File: config.mk
export PLATFORM = sky130hd
export DESIGN_NAME = aifs_seq
export DESIGN_NICKNAME = d
export VERILOG_FILES = /design/src/rtl/aifs_pkg.sv /design/src/rtl/aifs_seq.sv
export SDC_FILE = /design/constraint.sdc
export NUM_CORES = 1
export LEC_CHECK = 0
export BUFFER_PORTS_ARGS = -buffer_cell sky130_fd_sc_hd__clkbuf_2
export CAP_MARGIN = 20
export CORE_MARGIN = 2
export CORE_UTILIZATION = 28
export DETAILED_ROUTE_END_ITERATION = 6
export GPL_TIMING_DRIVEN = 0
export SLEW_MARGIN = 20
export SYNTH_ARGS = -nofsm -noshare
export SYNTH_HDL_FRONTEND = slang
export SYNTH_SLANG_ARGS = --single-unit
File: constraint.sdc
create_clock -name i_clk -period 3.3 [get_ports i_clk]
set_input_delay 0.66 -clock i_clk [delete_from_list [all_inputs] [get_ports i_clk]]
set_output_delay 0.66 -clock i_clk [all_outputs]
set_load 0.05 [all_outputs]
File: src/rtl/aifs_pkg.sv
`timescale 1ns / 1ps
// Package: shared types, codes and constants of the affine IFS point generator.
package aifs_pkg;

    localparam int MAX_MAPS_DEF    = 8;
    localparam int POINT_WIDTH_DEF = 32;
    localparam int COEFS_PER_MAP   = 6;

    localparam logic [6:0]  THRESH_RESET      = 7'd100;
    localparam logic [3:0]  MAPS_IN_USE_RESET = 4'd1;
    localparam logic [15:0] WARMUP_RESET      = 16'd100;
    localparam logic [15:0] STEP_COUNT_MAX    = 16'hFFFF;

    typedef enum logic [1:0] {
        CMD_LOAD_COEF   = 2'd0,
        CMD_LOAD_THRESH = 2'd1,
        CMD_STEP        = 2'd2,
        CMD_RESTART     = 2'd3
    } t_cmd;

    // coefficient slot order inside one map
    typedef enum logic [2:0] {
        SLOT_A = 3'd0,
        SLOT_B = 3'd1,
        SLOT_E = 3'd2,
        SLOT_C = 3'd3,
        SLOT_D = 3'd4,
        SLOT_F = 3'd5
    } t_slot;

    typedef enum logic {
        REG_MAPS_IN_USE  = 1'b0,
        REG_WARMUP_STEPS = 1'b1
    } t_reg_idx;

    typedef enum logic [2:0] {
        S_IDLE,
        S_READ,
        S_MUL,
        S_ACC,
        S_TERM,
        S_ADD,
        S_BOX,
        S_DONE
    } t_state;

    typedef struct packed {
        t_cmd               cmd;
        logic [2:0]         map_index;
        logic [2:0]         coef_index;
        logic signed [31:0] load_value;
        logic [6:0]         random_percent;
    } t_in_item;

    typedef struct packed {
        logic signed [31:0] point_x;
        logic signed [31:0] point_y;
        logic [2:0]         map_chosen;
        logic               past_warmup;
        logic signed [31:0] box_x_min;
        logic signed [31:0] box_x_max;
        logic signed [31:0] box_y_min;
        logic signed [31:0] box_y_max;
    } t_out_item;

    // strobes from the sequencer to the datapath and the top level
    typedef struct packed {
        logic ram_re;
        logic mul;
        logic acc;
        logic term;
        logic coef_add;
        logic sum_clr;
        logic store_x;
        logic store_y;
        logic box;
        logic done;
    } t_ctrl;

endpackage

File: src/rtl/aifs_seq.sv
`timescale 1ns / 1ps
// Sequencer that walks the six coefficients of one map through the shared unit.
module aifs_seq #(
    parameter int POINT_WIDTH = aifs_pkg::POINT_WIDTH_DEF,
    localparam int NPASS      = (POINT_WIDTH + 31) / 32,
    localparam int PASS_W     = (NPASS > 1) ? $clog2(NPASS) : 1
) (
    input  logic               i_clk,
    input  logic               i_rst_n,
    input  logic               i_start,
    input  logic               i_out_free,
    output aifs_pkg::t_state   o_state,
    output aifs_pkg::t_ctrl    o_ctrl,
    output aifs_pkg::t_slot    o_slot,
    output logic [PASS_W-1:0]  o_pass
);

    localparam logic [PASS_W-1:0] LAST_PASS = PASS_W'(NPASS - 1);

    aifs_pkg::t_state  r_state, n_state;
    aifs_pkg::t_slot   r_slot, n_slot;
    logic [PASS_W-1:0] r_pass, n_pass;

    always_ff @(posedge i_clk) begin
        if (!i_rst_n) begin
            r_state <= aifs_pkg::S_IDLE;
            r_slot  <= aifs_pkg::SLOT_A;
            r_pass  <= '0;
        end else begin
            r_state <= n_state;
            r_slot  <= n_slot;
            r_pass  <= n_pass;
        end
    end

    always_comb begin
        n_state = r_state;
        n_slot  = r_slot;
        n_pass  = r_pass;
        case (r_state)
            aifs_pkg::S_IDLE: begin
                if (i_start) begin
                    n_state = aifs_pkg::S_READ;
                    n_slot  = aifs_pkg::SLOT_A;
                    n_pass  = '0;
                end
            end
            aifs_pkg::S_READ: begin
                if (r_slot == aifs_pkg::SLOT_E || r_slot == aifs_pkg::SLOT_F) begin
                    n_state = aifs_pkg::S_ADD;
                end else begin
                    n_state = aifs_pkg::S_MUL;
                end
            end
            aifs_pkg::S_MUL: begin
                n_state = aifs_pkg::S_ACC;
            end
            aifs_pkg::S_ACC: begin
                if (r_pass == LAST_PASS) begin
                    n_state = aifs_pkg::S_TERM;
                    n_pass  = '0;
                end else begin
                    n_state = aifs_pkg::S_MUL;
                    n_pass  = r_pass + PASS_W'(1);
                end
            end
            aifs_pkg::S_TERM: begin
                n_state = aifs_pkg::S_READ;
                n_slot  = aifs_pkg::t_slot'(r_slot + 3'd1);
            end
            aifs_pkg::S_ADD: begin
                if (r_slot == aifs_pkg::SLOT_F) begin
                    n_state = aifs_pkg::S_BOX;
                    n_slot  = aifs_pkg::SLOT_A;
                end else begin
                    n_state = aifs_pkg::S_READ;
                    n_slot  = aifs_pkg::SLOT_C;
                end
            end
            aifs_pkg::S_BOX: begin
                n_state = aifs_pkg::S_DONE;
            end
            aifs_pkg::S_DONE: begin
                if (i_out_free) begin
                    n_state = aifs_pkg::S_IDLE;
                end
            end
            default: begin
                n_state = aifs_pkg::S_IDLE;
            end
        endcase
    end

    always_comb begin
        o_ctrl          = '0;
        o_ctrl.ram_re   = (r_state == aifs_pkg::S_READ);
        o_ctrl.mul      = (r_state == aifs_pkg::S_MUL);
        o_ctrl.acc      = (r_state == aifs_pkg::S_ACC);
        o_ctrl.term     = (r_state == aifs_pkg::S_TERM);
        o_ctrl.coef_add = (r_state == aifs_pkg::S_ADD);
        o_ctrl.sum_clr  = (r_state == aifs_pkg::S_IDLE && i_start) ||
                          (r_state == aifs_pkg::S_ADD && r_slot == aifs_pkg::SLOT_E);
        o_ctrl.store_x  = (r_state == aifs_pkg::S_ADD && r_slot == aifs_pkg::SLOT_E);
        o_ctrl.store_y  = (r_state == aifs_pkg::S_ADD && r_slot == aifs_pkg::SLOT_F);
        o_ctrl.box      = (r_state == aifs_pkg::S_BOX);
        o_ctrl.done     = (r_state == aifs_pkg::S_DONE && i_out_free);
    end

    assign o_state = r_state;
    assign o_slot  = r_slot;
    assign o_pass  = r_pass;

endmodule

# Word level (Yosys, flattened, before mapping)
# Cells that the tools add are included.
# totals
reg_bits	7
latchBits	0
ramBits	0
mem_bits_ro	0
elab_cells	40
n_memories	0
# classes
addsub	2
n_mul	0
n_div	0
magnitude_cmp	0
n_eq_ne	11
shifts	0
muxes	12
n_bitwise	0
reduce_logical	12
# op_table
cell	count
$pmux 3 s8	1
$mux 3	6
$eq 3x3->1 const B	5
$eq 3x2->1 const B	3
$pmux 3 s3	1
$reduce_and 2->1	3
$logic_and 1x1->1	4
$ne 2x2->1 const B	2
$add 3x1->3 const B	1
$eq 3x1->1 const B	1
$logic_not 3->1	1
$reduce_bool 3->1	1
$logic_or 1x1->1	2
$mux 1	2
$mux 2	1
$pmux 1 s2	1
$reduce_bool 2->1	1
$add 1x1->1 const B	1

# Depth between registers and ports, before layout
# logic_depth
ltp_word	4
depth_mapped	5

# Worst setup path before layout
# OpenSTA, ideal clock, no wires.
# synth_timing
path_type	register to output
from	register r_state[2], in the netlist o_state[2]
to	output port o_ctrl[3] (netlist name)
arrival_ns	2.348
path_slack_ns	0.292
stages_incl_launch_ff	4
cell_sequence	dfxtp_1 -> inv_1 -> or2_2 -> nor3b_1
# synth_rtl
element	line_no	rtl
start: declaration	aifs_seq.sv:20	aifs_pkg::t_state r_state, n_state;
start signal: assignment	aifs_seq.sv:26	r_state <= aifs_pkg::S_IDLE;
start signal: assignment	aifs_seq.sv:30	r_state <= n_state;
end: declaration	aifs_seq.sv:13	output aifs_pkg::t_ctrl o_ctrl,

==> results_dict.tcl <==
set metrics [dict create \
    postPlaceCellArea_um2 612 \
    drive_above_1_share_pct 34.5 \
    crit_path_end_kind "output port" \
    crit_path_start_kind "flop" \
    core_area_um2 1690 \
    cts_sinks 6 \
    final_common_cell "clkbuf_2" \
    wl_um 1240 \
    place_ws_ns 1.20 \
    drtIter0Drc 13 \
    holdWs_ns 0.634 \
    drtPass1Iterations 4 \
    synth_adder_area_share_pct 7.58 \
    worstReg2RegStart "o_slot[0]" \
    synth_edf_count 0 \
    ys_seq_area_share_pct 24.2 \
    fin_crit_sh_pct 72.3 \
    syn_area_per_cell_um2 7.62 \
    hold_viol 0 \
    cellPowerDensity_nw_per_um2 502 \
    grt.overflow.total 0 \
    syn_inst 65 \
    place_congestion 0.745 \
    antenna_found_initial 0 \
    leakagePower_nw 0.322 \
    drv_slew 0 \
    cts_root_buffer "clkbuf_4" \
    vdd_drop_max_mv 0.134 \
    synthToLayoutAreaGrowth_pct 28.0 \
    grt_pass1_wl_um 1990 \
    rsz0062_at_grt "no" \
    port-buffer-count 19 \
    muxShareOfSynthArea_pct 2.02 \
    status "finished clean" \
    synth_cell_types 35 \
    max_stage_delay_ns 0.43 \
    startpoint "o_slot[0]" \
    synth-compound-area-share_pct 23.0 \
    worstPathRequired_ns 2.64 \
    grt_pass1_vias 461 \
    critPathKind "flop to output port" \
    drcViolationCount 0 \
    dp_hpwl_um 973 \
    tns_ns 0 \
    stdcell_area_um2 634 \
    synth_area_um2 495 \
    fin_crit_ns 2.39 \
    ys_ff_latch 6 \
    insertion_delay_ns 0.25 \
    cts_setup_buffers 0 \
    synthesis.nets 72 \
    track_usage_pct 13.7 \
    cp_cell_sequence "ha_1 > nand2_1 > or3_1 > inv_1 > clkbuf_2" \
    yosys.area_share.simple_pct 27.3 \
    skew_ns 0.00390 \
    fmax_mhz 419 \
    avgViaCountPerCell 5.13 \
    postCtsHoldBufs 0 \
    cts_tree "yes" \
    hp-class "flop to flop" \
    critPathBufInv 2 \
    vias 533 \
    worst-path-max-fanout 6 \
    postRouteAntennaNets 0 \
    setup_viol 0 \
    synth_top_family_by_area "simple AND/OR/NAND/NOR gates" \
    slowest_stage "dfxtp_1" \
    synth_warnings 0 \
    cpLargestDelayFamily "simple AND/OR/NAND/NOR gates" \
    dieArea_um2 2120 \
    clk_path_buf_depth 2 \
    cts_made_buffers 3 \
    synth_top_flop_cell "dfxtp_1" \
    layout_common_cells "clkbuf_2 (19), inv_1 (7), dfxtp_1 (6), nor2_1 (5)" \
    post_cts_resized 0 \
    start_util_pct 29.3 \
    arrival_ns 1.73 \
    synthArstFlopShare_pct 0 \
    clkTransAtPathRegs_ns 0.05 \
    synthXorXnorAreaFrac_pct 3.54 \
    htree_num_levels 1 \
    pin_count 21 \
    wl_per_cell_um 11.9 \
    antenna_cells 0 \
    nNetsFinal 96 \
    grt_start_max_net_pins 11 \
    timing.final.ws_setup_ns 0.915 \
    cap_violations 0 \
    rows 15 \
    min_from "o_slot[1]" \
    dieWidth_um 46.1 \
    die-height_um 46.1 \
]
[final cells by class]
type | count | area (um^2)
clock buffer | 3 | 22.5
multi-input combinational | 46 | 318
buffer | 5 | 26.3
sequential | 6 | 120
fill | 184 | 1050
tap | 17 | 21.3
timing repair buffer | 19 | 95.1
inverter | 8 | 31.3
[path summary, 6_finish.rpt]
kind	to	slack, ns	cells past startpoint
worst min register to register	o_slot[1]	0.63	1
worst max-delay path	o_ctrl[2]	0.91	5
worst min-delay path	o_slot[1]	0.63	1
worst max register to register	o_state[2]	1.92	4
[where the power goes]
| part | switching, W | total [W] | internal (W) |
|---|---|---|---|
| combinational | 0.000111 | 0.000155 | 0.0000441 |
| clock | 0.0000284 | 0.0000696 | 0.0000413 |
| sequential | 0.0000121 | 0.0000938 | 0.0000817 |
[flip-flops by register name, indices dropped and copies added, names as in the netlist]
| name | cells |
|---|---|
| o_slot | 3 |
| o_state | 3 |
[through the flow]
stage          utilization, %  power (W)  cells
2_1_floorplan               -   0.000217     65
3_3_place_gp             36.2   0.000248    101
3_5_place_dp             36.2   0.000250    101
4_1_cts                  37.6   0.000323    104
5_1_grt                  37.6   0.000341    104
6_report                 37.6   0.000318    104
[per-layer routing]
layer	share of wire, %	up-vias	track usage [%]
met5	0	-	0
met3	6.5	2	7.06
met2	49	16	20.0
li1	-	266	-
met4	1.4	0	5.14
met1	43	249	16.9
[Yosys cell counts, types with 2 or more instances]
cell type / n / area, um^2
inv_1: 7 / 26.3
a21oi_1: 4 / 20.0
dfxtp_1: 6 / 120
nand2_1: 4 / 15.0
nor2_1: 5 / 18.8
buf_2: 3 / 15.0
ha_1: 3 / 37.5
a31oi_1: 2 / 12.5
nand2b_1: 3 / 18.8
nand3_1: 2 / 10.0
nor3b_1: 2 / 15.0
[cell families after synthesis]
family | after synthesis
compound gates | 15
xor+xnor | 2
fa+ha+maj | 3
buf+inv | 13
flops | 6
mux | 1
other cells | 1
simple gates | 24
(Power assumes the default switching activity.)
