[src/rtl/aifs_pkg.sv]
`timescale 1ns / 1ps
// Package: shared types, codes and constants of the affine IFS point generator.
package aifs_pkg;

    localparam int MAX_MAPS_DEF    = 8;
    localparam int POINT_WIDTH_DEF = 32;
    localparam int COEFS_PER_MAP   = 6;

    localparam logic [6:0]  THRESH_RESET      = 7'd100;
    localparam logic [3:0]  MAPS_IN_USE_RESET = 4'd1;
    localparam logic [15:0] WARMUP_RESET      = 16'd100;
    localparam logic [15:0] STEP_COUNT_MAX    = 16'hFFFF;

    typedef enum logic [1:0] {
        CMD_LOAD_COEF   = 2'd0,
        CMD_LOAD_THRESH = 2'd1,
        CMD_STEP        = 2'd2,
        CMD_RESTART     = 2'd3
    } t_cmd;

    // coefficient slot order inside one map
    typedef enum logic [2:0] {
        SLOT_A = 3'd0,
        SLOT_B = 3'd1,
        SLOT_E = 3'd2,
        SLOT_C = 3'd3,
        SLOT_D = 3'd4,
        SLOT_F = 3'd5
    } t_slot;

    typedef enum logic {
        REG_MAPS_IN_USE  = 1'b0,
        REG_WARMUP_STEPS = 1'b1
    } t_reg_idx;

    typedef enum logic [2:0] {
        S_IDLE,
        S_READ,
        S_MUL,
        S_ACC,
        S_TERM,
        S_ADD,
        S_BOX,
        S_DONE
    } t_state;

    typedef struct packed {
        t_cmd               cmd;
        logic [2:0]         map_index;
        logic [2:0]         coef_index;
        logic signed [31:0] load_value;
        logic [6:0]         random_percent;
    } t_in_item;

    typedef struct packed {
        logic signed [31:0] point_x;
        logic signed [31:0] point_y;
        logic [2:0]         map_chosen;
        logic               past_warmup;
        logic signed [31:0] box_x_min;
        logic signed [31:0] box_x_max;
        logic signed [31:0] box_y_min;
        logic signed [31:0] box_y_max;
    } t_out_item;

    // strobes from the sequencer to the datapath and the top level
    typedef struct packed {
        logic ram_re;
        logic mul;
        logic acc;
        logic term;
        logic coef_add;
        logic sum_clr;
        logic store_x;
        logic store_y;
        logic box;
        logic done;
    } t_ctrl;

endpackage

[src/rtl/aifs_mac.sv]
`timescale 1ns / 1ps
// Shared multiply-accumulate unit: chunked product, floor shift, sum and saturation.
module aifs_mac #(
    parameter int POINT_WIDTH = aifs_pkg::POINT_WIDTH_DEF,
    localparam int NPASS      = (POINT_WIDTH + 31) / 32,
    localparam int PASS_W     = (NPASS > 1) ? $clog2(NPASS) : 1
) (
    input  logic                          i_clk,
    input  aifs_pkg::t_ctrl               i_ctrl,
    input  logic [PASS_W-1:0]             i_pass,
    input  logic signed [POINT_WIDTH-1:0] i_coef,
    input  logic signed [POINT_WIDTH-1:0] i_point,
    output logic signed [POINT_WIDTH-1:0] o_sat
);

    localparam int CHUNK  = (POINT_WIDTH + NPASS - 1) / NPASS;
    localparam int FRAC   = POINT_WIDTH - 8;
    localparam int EXT_W  = NPASS * CHUNK;
    localparam int PROD_W = POINT_WIDTH + CHUNK + 1;
    localparam int ACC_W  = POINT_WIDTH + EXT_W + 2;
    localparam int SUM_W  = POINT_WIDTH + 10;

    localparam logic signed [SUM_W-1:0] SAT_HI =
        {{(SUM_W - POINT_WIDTH + 1){1'b0}}, {(POINT_WIDTH - 1){1'b1}}};
    localparam logic signed [SUM_W-1:0] SAT_LO =
        {{(SUM_W - POINT_WIDTH + 1){1'b1}}, {(POINT_WIDTH - 1){1'b0}}};
    localparam logic signed [POINT_WIDTH-1:0] PT_MAX = {1'b0, {(POINT_WIDTH - 1){1'b1}}};
    localparam logic signed [POINT_WIDTH-1:0] PT_MIN = {1'b1, {(POINT_WIDTH - 1){1'b0}}};

    logic signed [EXT_W-1:0]  w_pt_ext;
    logic [EXT_W-1:0]         w_pt_shr;
    logic signed [CHUNK:0]    w_op;
    logic signed [PROD_W-1:0] r_prod;
    logic signed [ACC_W-1:0]  r_acc;
    logic signed [ACC_W-1:0]  w_term_full;
    logic signed [SUM_W-1:0]  w_term;
    logic signed [SUM_W-1:0]  r_sum;
    logic signed [SUM_W-1:0]  w_sum_add;

    // top chunk first, signed; lower chunks unsigned
    assign w_pt_ext = EXT_W'(i_point);
    assign w_pt_shr = w_pt_ext >> (CHUNK * (NPASS - 1 - int'(i_pass)));
    assign w_op     = {((i_pass == '0) ? i_point[POINT_WIDTH-1] : 1'b0),
                       w_pt_shr[CHUNK-1:0]};

    assign w_term_full = r_acc >>> FRAC;
    assign w_term      = SUM_W'(w_term_full);
    assign w_sum_add   = r_sum + SUM_W'(i_coef);

    always_ff @(posedge i_clk) begin
        if (i_ctrl.mul) begin
            r_prod <= i_coef * w_op;
        end
        if (i_ctrl.acc) begin
            if (i_pass == '0) begin
                r_acc <= ACC_W'(r_prod);
            end else begin
                r_acc <= (r_acc <<< CHUNK) + ACC_W'(r_prod);
            end
        end
        if (i_ctrl.sum_clr) begin
            r_sum <= '0;
        end else if (i_ctrl.term) begin
            r_sum <= r_sum + w_term;
        end else if (i_ctrl.coef_add) begin
            r_sum <= w_sum_add;
        end
    end

    // saturate the sum that includes the offset coefficient
    always_comb begin
        if (w_sum_add > SAT_HI) begin
            o_sat = PT_MAX;
        end else if (w_sum_add < SAT_LO) begin
            o_sat = PT_MIN;
        end else begin
            o_sat = POINT_WIDTH'(w_sum_add);
        end
    end

endmodule

[config.mk]
export PLATFORM = sky130hd
export DESIGN_NAME = aifs_mac
export DESIGN_NICKNAME = d
export VERILOG_FILES = /design/src/rtl/aifs_pkg.sv /design/src/rtl/aifs_mac.sv
export SDC_FILE = /design/constraint.sdc
export NUM_CORES = 2
export LEC_CHECK = 0
export BUFFER_PORTS_ARGS = -buffer_cell sky130_fd_sc_hd__buf_2
export CAP_MARGIN = 10
export CORE_ASPECT_RATIO = 0.6
export CORE_MARGIN = 1
export CORE_UTILIZATION = 60
export CTS_CLUSTER_DIAMETER = 60
export DETAILED_ROUTE_END_ITERATION = 6
export PLACE_DENSITY = 0.84
export SYNTH_ARGS = -nofsm -noshare
export SYNTH_HDL_FRONTEND = slang
export SYNTH_SLANG_ARGS = --single-unit
[constraint.sdc]
create_clock -name i_clk -period 11.18 [get_ports i_clk]
set_input_delay 1.118 -clock i_clk [delete_from_list [all_inputs] [get_ports i_clk]]
set_output_delay 1.118 -clock i_clk [all_outputs]
set_load 0.02 [all_outputs]
* After elaboration in Yosys (flattened, before gate mapping)
Cells that the tools add are included.
** Storage, ports and cells
- Logic and storage cells :: 18
- Register bits :: 173
- Bits of input ports :: 76
- Output and inout bits :: 32
** Cells by class
- $add $sub $neg :: 4
- Reductions and logical operators :: 1
- Multiplexer cells :: 6
- $lt $le $gt $ge :: 2
- $mul :: 1
- Shift-type cells :: 1
** Operators with widths (number)
- 42-bit two-way mux :: 2
- 66-bit by 65-bit adder with 66-bit output :: 1
- 66-bit two-way mux :: 1
- 32-bit by 33-bit multiplier with 65-bit output :: 1
- 32-bit two-way mux :: 2
- 42-bit by 32-bit adder with 42-bit output :: 1
- 42-bit adder :: 1
- 42-bit by 32-bit > comparator with 1-bit output (second input constant) :: 1
- 42-bit by 32-bit less-than comparator with 1-bit output (second input constant) :: 1
- 32-bit by 32-bit right shift with 32-bit output :: 1
- 2-bit nonzero test :: 1
- 1-bit by 1-bit subtractor with 2-bit output (first input constant) :: 1
- 1-bit two-way mux :: 1

* Longest topological paths before layout
- Depth after elaboration :: 4
- Gate-level depth with buffers :: 31
- Depth with buffers taken out :: 28

* Least setup slack after synthesis
No wires, ideal clock.
- Kind :: input-to-reg
- Start point :: input port i_pass
- End point :: register r_prod[64] (data pin)
- Setup slack :: 1.794 ns
- Buffers on the path :: 4
- Data required time :: 10.914 ns
- Library setup time :: 0.266 ns
- Arrival :: 9.121 ns
- Stages on the path :: 29
- Cell sequence :: clkbuf_1 -> clkbuf_1 -> nor2b_1 -> clkbuf_1 -> nand2_1 -> inv_1 -> fa_1 -> inv_1 -> fa_1 -> inv_1 -> fa_1 -> fa_1 -> inv_1 -> fa_1 -> inv_1 -> fa_1 -> inv_1 -> fa_1 -> fa_1 -> inv_1 -> ha_1 -> clkbuf_1 -> and3_1 -> nand3_1 -> o31ai_2 -> o31ai_4 -> a221oi_1 -> and4_1 -> nor3_1
** Between the ends
- Cells in the longest elaborated chain, start to end :: 3
- Elaborated cells on any way between the ends :: 4
- Classes of those cells :: add/sub (1); mul (1); shift (1); mux (1)
** Ends and longest elaborated chain
- from (decl) :: line aifs_mac.sv:10 : input logic [PASS_W-1:0] i_pass,
- 1-bit by 1-bit subtractor with 2-bit output :: line aifs_mac.sv:42 : assign w_pt_shr = w_pt_ext >> (CHUNK * (NPASS - 1 - int'(i_pass)));
- 32-bit by 32-bit right shift with 32-bit output :: line aifs_mac.sv:42
- 32-bit by 33-bit multiplier with 65-bit output (*) :: line aifs_mac.sv:52 : r_prod <= i_coef * w_op;
- to (signal assigned) :: line aifs_mac.sv:52
- to (decl) :: line aifs_mac.sv:33 : logic signed [PROD_W-1:0] r_prod;
Mark *: on every way between the ends. The rest lies on a longest branch, timed or not.
A chain may end at the register's enable or synchronous reset.

* Worst setup path after layout
Same ends and word-level chain as after synthesis.

==> results.md <==
- Die Span Y: between 200 and 250 microns
- Setup TNS: 0 ns
- Ratio of cells with drive above 1 in the final layout: between 5 and 6%
- # Post-CTS Setup Buffers: 0
- Hold WC Path Type: register to register
- Initial antenna violation count: 7
- Mapped cell area: between 40000 and 50000 sq um
- Max-slew violation count: 0
- CTS Hold Buffers Added: 0
- Core area: a little over 80000 sq um
- Clock sinks: roughly 170
- Worst path most repeated cell: fa_1
- Post-synth EDFFs: between 100 and 150
- Crit path largest cell delay: roughly 0.94 ns
- Syn avg cell area: 9.46 sq um
- Vias in the first global route: between 30k and 40k
- Top FF cell, synth: edfxtp_1
- Clk_lat worst skew: roughly 0.46 ns
- Most frequent cells in the layout: fa_1, inv_1, nand2_1
- Synth unique cells: 93
- FFs w/ async S/R, synth: 0%
- Critical path required time: between 10 and 15 ns
- Slowest-stage cell, CP: fa_1
- CTS root buf: clkbuf_16
- Critical Path End Type: register
- Die area: about 84000 sq um
- CTS Buf Count: 17
- Final Critical Period: 9.86 ns
- CTS tree: built
- Setup Crit Path Kind: input pin to register
- Residual DRC: 0
- Largest net degree at the start of global routing: 69
- Mapped Cells: around 5.3k
- Synth top area share: roughly 45%
- # IOs: between 100 and 150
- Drt pass-1 iters: 5
- Outcome: finished clean
- Via density: around 5.9
- Vias post-DR: about 37k
- Iteration-0 DRC Markers: 3693
- Clock buffer depth: 2
- Clock transition at path regs: 0.07 ns
- H-tree depth: 4
- I/O Buffers: 102
- Dominant cell type by area after synthesis: fa_1
- Max cap viols: 0
- GRT overflow: 0
- Fin util: between 60 and 70%
- Detailed Place HPWL: ~110000 microns
- Detailed-route wire length per cell: approximately 22 microns
- Sequential area share after synthesis: 9.62%
- Yosys reg bits: about 170
- Data arrival time of the critical path: ~10 ns
- Placed insts: between 6k and 7k
- Top cells by area, synth: fa_1, edfxtp_1, inv_1, ha_1, and2_1
- Ys Warns: 0
- Setup Viol. Count Final: 0
- Rows: 81
- FF-to-FF path depth: 14
- Worst Tran Pin Value: around 1.2 ns
- Hold depth: 0
- Post-DRT Antenna Nets: 0
- Starting Density: just over 60%
- Layout Cells excl Fill: 6273
- Startpoint Class: input pin
- Final setup skew: around 0.013 ns
- Area growth from synthesis to layout: 4.07%
- Relative max-transition margin: roughly a fifth
- Final layout net count: roughly 6.7k
- First-pass GRT wire length: approximately 220000 microns
- Hold WS: between 0.4 and 0.5 ns
- Commonest non-fill, non-tap cell in the layout: fa_1
- Ratio of final minimum period to clock period: 88.2%
- Final hold viol count: 0
- Fmax: 101 MHz
- Die W: 373 microns
- Post-Syn Nets: ~6.7k
- Final WL: around 140000 microns
- PostCTS Resize Cnt: 0
- Crit path cell chain: buf_4 > nor2b_2 > nand2_1 > inv_1 > fa_1 > fa_1 > fa_1 > fa_1 > inv_1 > fa_1 > inv_1 > fa_1 > inv_1 > fa_1 > fa_1 > inv_1 > ha_1 > and3_1 > nand3_1 > o31ai_2 > o31ai_4 > a221oi_1 > and4_1 > nor3_1
- Crit Path Max Fanout: 33
- RSZ-0062 raised after global routing: no
- GR Util All Layers: roughly 34%
- Routability cong.: ~0.97
==> kinds of logic (layout without fill, tap and decap cells) <==
kind of cell | after synthesis | count (layout) | share of synthesized area [%]
other | 0 | 2 | 0
xor gates and xnor gates | 167 | 167 | 2.98
DFF | 173 | 173 | 9.62
and+or+nand+nor | 1519 | 1519 | 15.6
AOI/OAI and AO/OA | 636 | 636 | 8.73
adders and majority gates | 1408 | 1408 | 52.2
buffers and inverters | 1311 | 1253 | 10.1
muxes | 36 | 36 | 0.799
==> state kept, by name, summed over array words and instances (netlist names) <==
register and count:
r_acc 66, r_sum 42, r_prod 65
==> final timing paths <==
path | from | to | slack, ns
hold / removal | r_prod[29]$_DFFE_PP_ | r_acc[29]$_DFFE_PP_ | 0.42
setup / recovery | i_pass | r_prod[64]$_DFFE_PP_ | 1.32
setup reg to reg | r_prod[32]$_DFFE_PP_ | r_acc[62]$_DFFE_PP_ | 7.01
hold reg to reg | r_prod[29]$_DFFE_PP_ | r_acc[29]$_DFFE_PP_ | 0.42
==> area by class of cell <==
type | count | area (sq um)
multi-input combinational | 3766 | 40000
fill | 6350 | 30000
sequential | 173 | 4770
inverter | 1049 | 3940
tap | 1079 | 1350
timing repair buffer | 172 | 1040
clock buffer | 19 | 433
clock inverter | 13 | 161
antenna | 2 | 5.00
==> cells in the mapped netlist (5+ instances only) <==
master,number
fa_1,1108
inv_1,1045
nand2_1,571
and2_1,514
ha_1,300
clkbuf_1,242
a21oi_1,177
nor2_1,149
edfxtp_1,131
xnor2_1,112
a21o_1,109
a211oi_1,71
nor2b_1,66
o21ai_0,66
xor2_1,53
nor3_1,51
dfxtp_1,42
nand4_1,37
nand3_1,32
o21bai_1,30
mux2_2,29
and3_1,25
a31oi_1,21
o21a_1,19
nand2b_1,16
o21ai_1,15
o31ai_1,15
o211ai_1,12
buf_2,11
or3_1,11
a221oi_1,9
and4_1,9
a21boi_0,7
a311oi_1,7
mux2i_1,7
a211o_1,6
a41oi_1,6
nand4b_1,6
a22oi_1,5
==> stage by stage <==
step	instance area [sq um]	setup slack [ns]
6_report	51700	1.32
5_1_grt	51700	0.786
4_1_cts	51700	1.34
3_5_place_dp	51100	0.877
3_3_place_gp	51100	1.09
2_1_floorplan	49600	1.79
==> per-layer routing <==
layer,vias up,GRT usage (%),routed length (microns)
met5,-,0,33
met1,18707,49.1,57100
met2,2239,48.9,57100
met3,220,13.5,21500
met4,6,8.55,3430
li1,16034,-,-
==> worst max-delay path, delay by kind of cell <==
| family | cells | cell delay (ns) |
|---|---|---|
| buffers and inverters | 6 | 1.30 |
| adders and majority gates | 9 | 5.38 |
| and+or+nand+nor | 6 | 1.11 |
| AOI/OAI and AO/OA | 3 | 1.07 |
Power is not shown: default switching activity piles up to over one toggle a cycle in this logic, so the estimate is an artifact.
